$ cat config.mk
export PLATFORM = sky130hd
export DESIGN_NAME = mfb_isqrt
export DESIGN_NICKNAME = d
export VERILOG_FILES = /design/src/mono_framebuffer_draw_engine_top_macros.svh /design/src/mfb_pkg.sv /design/src/mfb_isqrt.sv
export SDC_FILE = /design/constraint.sdc
export NUM_CORES = 1
export LEC_CHECK = 0
export ABC_AREA = 1
export BUFFER_PORTS_ARGS = -buffer_cell sky130_fd_sc_hd__buf_4
export CORE_UTILIZATION = 42
export DETAILED_ROUTE_END_ITERATION = 16
export SYNTH_ARGS = -nofsm -noshare
export SYNTH_HDL_FRONTEND = slang
export SYNTH_SLANG_ARGS = --single-unit
export TNS_END_PERCENT = 1
$ cat constraint.sdc
create_clock -name clk -period 4.6 [get_ports clk]
set_clock_uncertainty 0.2 [all_clocks]
set_input_delay 0.46 -clock clk [delete_from_list [all_inputs] [get_ports clk]]
set_output_delay 0.46 -clock clk [all_outputs]
set_load 0.02 [all_outputs]
$ cat src/mono_framebuffer_draw_engine_top_macros.svh
// assertion macros for the framebuffer draw engine
`ifndef MONO_FRAMEBUFFER_DRAW_ENGINE_TOP_MACROS_SVH
`define MONO_FRAMEBUFFER_DRAW_ENGINE_TOP_MACROS_SVH
`ifndef NO_ASSERTIONS
`define MFB_ASSERT_IMP(lbl, clk_s, rstn_s, ante, cons) \
  lbl: assert property (@(posedge clk_s) disable iff (!rstn_s) (ante) |-> (cons)) \
    else $error("mfb assertion failed");
`define MFB_ASSERT_NXT(lbl, clk_s, rstn_s, ante, cons) \
  lbl: assert property (@(posedge clk_s) disable iff (!rstn_s) (ante) |=> (cons)) \
    else $error("mfb assertion failed");
`else
`define MFB_ASSERT_IMP(lbl, clk_s, rstn_s, ante, cons)
`define MFB_ASSERT_NXT(lbl, clk_s, rstn_s, ante, cons)
`endif
`endif

$ cat src/mfb_pkg.sv
// types and constants of the framebuffer draw engine
package mfb_pkg;

  localparam int CRD_W = 18;

  typedef enum logic [2:0] {
    OP_SET     = 3'd0,
    OP_GET     = 3'd1,
    OP_HLINE   = 3'd2,
    OP_VLINE   = 3'd3,
    OP_FILL    = 3'd4,
    OP_OUTLINE = 3'd5,
    OP_CIRCLE  = 3'd6,
    OP_CLEAR   = 3'd7
  } mfb_op_t;

  typedef enum logic [3:0] {
    S_INIT, S_IDLE, S_PASS, S_ROW, S_DY, S_SQ, S_SQW, S_COLS,
    S_RD, S_WR, S_GET, S_GETW, S_CLR, S_DONE
  } mfb_state_t;

  typedef struct packed {
    logic we;
    logic re;
  } mfb_mem_ctl_t;

endpackage

$ cat src/mfb_isqrt.sv
// iterative integer square root, one result bit per cycle
module mfb_isqrt (
  input  logic        clk,
  input  logic        rst_n,
  input  logic        start,
  input  logic [31:0] operand,
  output logic        done,
  output logic [15:0] root
);
  import mfb_pkg::*;

  logic [31:0] rem_r, res_r, bit_r;
  logic        busy_r, done_r;
  logic [31:0] trial;

  assign trial = res_r + bit_r;

  always_ff @(posedge clk) begin
    if (!rst_n) begin
      busy_r <= 1'b0;
      done_r <= 1'b0;
    end else begin
      done_r <= 1'b0;
      if (start) begin
        rem_r  <= operand;
        res_r  <= 32'd0;
        bit_r  <= 32'h4000_0000;
        busy_r <= 1'b1;
      end else if (busy_r) begin
        if (rem_r >= trial) begin
          rem_r <= rem_r - trial;
          res_r <= (res_r >> 1) + bit_r;
        end else begin
          res_r <= res_r >> 1;
        end
        bit_r <= bit_r >> 2;
        if (bit_r[0]) begin
          busy_r <= 1'b0;
          done_r <= 1'b1;
        end
      end
    end
  end

  assign done = done_r;
  assign root = res_r[15:0];
endmodule

**After elaboration in Yosys (flattened, before gate mapping)**

Cells that the tools add are included.

- Logic and storage cells: 26
- Bits in registers: 82
- Bits of input ports: 35
- Output and inout port bits: 17

- Multiplexer cells: 10
- Reductions and logical operators: 5
- Magnitude comparators: 1
- Bitwise gates (word level): 2
- Add/sub/neg operators: 3

Operators by type and width:

| cell | number |
|---|---|
| 2-to-1 mux 32 bit | 5 |
| adder 31 x 31 -> 32 bit | 1 |
| adder 32 x 31 -> 32 bit | 1 |
| greater-or-equal comparator 32 bit | 1 |
| subtractor 32 bit | 1 |
| 2-to-1 mux 31 bit | 1 |
| 2-to-1 mux 1 bit | 4 |
| nonzero test 2 bit | 2 |
| AND reduction 3 bit | 1 |
| OR reduction 3 bit | 1 |
| NOT 1 bit | 2 |
| AND reduction 2 bit | 1 |

**Longest topological paths before layout**

- Word-level depth: 5
- Gate-level depth with buffers: 23
- Depth with buffers taken out: 23

**Least setup slack after synthesis**

No wires, ideal clock.

- Kind: input-to-reg
- From: input start
- To: register rem_r[0] (enable)
- Arrival time: 4028 ps
- Setup time: 387 ps
- Cell stages on the path: 5
- Data required time: 4013 ps
- Buffers on the path: 1
- Slack: -14 ps
- Cell sequence: clkbuf_1 inv_2 a21oi_1 nand2_1 inv_1

- Cells in the longest elaborated chain, start to end: 2
- Elaborated cells on any way between the ends: 3
- Those cells by class: reduce/logical: 3

RTL lines:

| element | line | RTL |
|---|---|---|
| start, declared | mfb_isqrt.sv:5 | `input logic start,` |
| nonzero test 2 bit (no line) | - |  |
| AND reduction 3 bit (no line) * | - |  |
| end signal, assigned | mfb_isqrt.sv:25 | `rem_r <= operand;` |
| end signal, assigned | mfb_isqrt.sv:31 | `rem_r <= rem_r - trial;` |
| end, declared | mfb_isqrt.sv:12 | `logic [31:0] rem_r, res_r, bit_r;` |

Mark *: on every way between the ends. The rest lies on a longest branch, timed or not.
A chain may end at the register's enable or synchronous reset.

**Final worst setup path**

- From: register res_r[6]
- To: register rem_r[25] (enable)

- Cells in the longest elaborated chain, start to end: 4

RTL lines:

| element | line | RTL |
|---|---|---|
| start, declared | mfb_isqrt.sv:12 |  |
| start signal, assigned | mfb_isqrt.sv:32 | `res_r <= (res_r >> 1) + bit_r;` |
| start signal, assigned | mfb_isqrt.sv:34 | `res_r <= res_r >> 1;` |
| adder 32 x 31 -> 32 bit | mfb_isqrt.sv:16 | `assign trial = res_r + bit_r;` |
| greater-or-equal comparator 32 bit | mfb_isqrt.sv:30 | `if (rem_r >= trial) begin` |
| nonzero test 2 bit (no line) | - |  |
| AND reduction 3 bit (no line) | - |  |

Every way passes these cells.

==> run metrics <==
final core utilization=0.479; Setup Crit Path Kind=register to register; clock root buffer=clkbuf_16; GR Overflow Total=0; Crit Path Max Fanout=25; Die W=approximately 150 um; Sink Count=82; Worst-Skew Late Latency=about 0.35 ns; Worst Path Buf+Inv=3; Fin Hold WS=approximately 0.18 ns; drt total wl=about 28000 um; drt via density=5.16; largest net degree at the start of global routing=72; sequential fraction of the synthesis area=0.266; Clk pin slew, worst setup/hold paths=about 0.070 ns; Power Density=about 360 nW/um2; Pre-Repair DR Iteration Count=6; Fmax=roughly 240 MHz; Total Neg Setup Slack=0 ns; Max clock buf depth=2; # port buffers=51; Mean Syn Cell Area=between 6 and 7 um2; CTS tree=done; H-tree depth=3; GRT Total Usage=0.258; placed cells=about 1800; Final Non-Filler Cells=about 1800; endpoints failing hold=0; Worst slew margin=0.418; RePlAce Congestion=0.962; Die H=between 100 and 150 um; status=completed; Die Area=22500 um2; Final setup viols=0; Place WS=~0.26 ns; Critical Path End Type=register; Worst path slowest cell=edfxtp_1; worst slew pin tran=a little under 0.9 ns; share of layout cells above drive strength 1=0.0787; critical path launch point type=register; number of setup buffers added after CTS=0; crit share post-route=0.920; vias=between 9000 and 10000; Area Growth Syn to Fin=10.6%; number of global-route vias before repair=between 8000 and 9000; synthesized instance count=~1500; Post-Syn Nets=between 1500 and 2000; max_cap viols=0; static leakage=roughly 5.3 nW; cts bufs inserted=9; Antenna Cells=0; WP data arrival=between 4 and 5 ns; DR iter-0 viols=about 810; Row Count=between 50 and 60; Final Slew Violations=0; r2r setup slk=approximately 0.37 ns; library cells used by synthesis=41; first-pass GRT wire length=44500 um; Cell Chain, Critical Path=ha_1 > nand2_1 > o21ai_1 > nand2_1 > nand2_1 > inv_1 > o21ai_2 > nand3b_1 > nand3b_1 > nand2_1 > ha_1 > nand2_1 > nor2_1 > nand2_1 > nor2_1 > nand2_4 > nand3_4 > nand2_1 > inv_1 > buf_12; # IOs=52; HP Class=input port to register; Core ar.=between 20000 and 25000 um2; Post-DP HPWL=about 22000 um; Final nets=between 1500 and 2000; CP dominant cell by count=nand2_1; required time of the critical path=4.45 ns; Worst path max stage delay=~0.50 ns; commonest non-fill, non-tap cell in the layout=nand2_1; Peak VDD IR=between 150 and 200 uV; Seq cells post-synth=82; minimum clock period=between 4 and 5 ns; routed len/inst=around 16 um; RSZ-0062 raised after global routing=false; ANT nets after route=0; commonest cells after routing, fill and taps aside=nand2_1 (521), inv_1 (248), nand3_1 (129); initial core utilization=0.433; CP delay by family, top=simple AND/OR/NAND/NOR gates; initial antenna violation count=0; Final WS setup=around 0.37 ns; mapped cell area=9180 um2; Ys Warns=0; DRC=0
-- per-stage QoR --
stage          total power [mW]  area [um2]
5_1_grt                    3.97       10200
2_1_floorplan              2.37        9190
6_report                   3.69       10200
3_3_place_gp               2.83        9820
4_1_cts                    3.69       10200
3_5_place_dp               2.84        9820
-- logic make-up (layout without fill, tap and decap cells) --
kind of cell	after synthesis	count (layout)	synth area share
DFF	82	82	0.266
AOI/OAI and AO/OA	126	126	0.0796
and+or+nand+nor	844	844	0.389
adders and majority gates	67	67	0.0921
xor gates and xnor gates	45	45	0.0429
buffers and inverters	292	335	0.131
-- registers in the layout, indices dropped and copies added (netlist names) --
name and count:
bit_r 16, busy_r 1, done 1, rem_r 32, res_r 32
-- worst paths after layout --
path,end,start,cells after the start
max,rem_r[25],res_r[6],20
min,rem_r[5],operand[5],3
min reg2reg,done,busy_r,2
max reg2reg,rem_r[25],res_r[6],20
-- what timing repair did --
action | in CTS | in global routing
hold buffers | 0 | 0
setup endpoints to repair | 0 | 50
gates resized for setup | 0 | 3
-- cell type report --
type / instances / area [um2]
Fill cell: 2251 / 11100
Timing Repair Buffer: 69 / 543
Multi-Input combinational cell: 1082 / 5560
Clock inverter: 5 / 103
Clock buffer: 10 / 229
Sequential cell: 82 / 2440
Inverter: 251 / 942
Tap cell: 275 / 344
-- Yosys cell counts --
master | instances | share of area
dfxtp_1 | 2 | 0.0044
buf_6 | 4 | 0.0049
inv_1 | 248 | 0.10
o21ai_0 | 47 | 0.026
inv_2 | 3 | 0.0012
fa_1 | 1 | 0.0022
a21o_1 | 1 | 0.00082
xor2_1 | 26 | 0.025
o21ai_1 | 7 | 0.0038
nand3_4 | 1 | 0.0019
or2_2 | 6 | 0.0041
nor2_4 | 2 | 0.0025
or2_1 | 1 | 0.00068
nand4_1 | 30 | 0.020
a21oi_2 | 3 | 0.0029
nor4_1 | 6 | 0.0041
nand2_1 | 521 | 0.21
a21boi_0 | 1 | 0.00082
nand3_2 | 1 | 0.0011
clkbuf_1 | 7 | 0.0029
nand2_4 | 2 | 0.0025
o2bb2ai_1 | 1 | 0.00095
nand3b_1 | 14 | 0.011
a21oi_4 | 1 | 0.0018
and2_1 | 5 | 0.0034
xnor2_1 | 19 | 0.018
a31oi_1 | 1 | 0.00068
nor2_1 | 114 | 0.047
a21oi_1 | 43 | 0.023
edfxtp_1 | 80 | 0.26
nor3_1 | 9 | 0.0049
ha_1 | 66 | 0.090
buf_2 | 7 | 0.0038
nand2_2 | 3 | 0.0020
o21a_1 | 1 | 0.00082
a22oi_1 | 2 | 0.0016
buf_4 | 17 | 0.014
nand3_1 | 129 | 0.070
o21ai_2 | 12 | 0.011
buf_1 | 6 | 0.0025
o21bai_1 | 6 | 0.0049
-- power by group --
group | switching, mW | leakage [nW] | internal [mW]
logic | 1.19 | 4.37 | 0.632
clock network | 0.310 | 0.161 | 0.528
registers | 0.0834 | 0.785 | 0.949
-- worst register-to-register path, stage by stage (launching register included) --
cell	delay (ns)
edfxtp_1	0.50
ha_1	0.42
nand2_1	0.09
o21ai_1	0.16
nand2_1	0.07
nand2_1	0.18
inv_1	0.08
o21ai_2	0.18
nand3b_1	0.14
nand3b_1	0.11
nand2_1	0.10
ha_1	0.36
nand2_1	0.13
nor2_1	0.19
nand2_1	0.09
nor2_1	0.19
nand2_4	0.18
nand3_4	0.12
nand2_1	0.07
inv_1	0.13
buf_12	0.21
-- per-layer routing --
layer	GRT usage	routed length [um]	vias to the layer above	part of all wire
li1	-	-	4710	-
met1	0.366	13100	4110	0.47
met2	0.400	12100	308	0.43
met3	0.0485	2150	34	0.077
met4	0.0626	544	0	0.020
met5	0	0	-	0
Power figures use the tool's default switching activity.
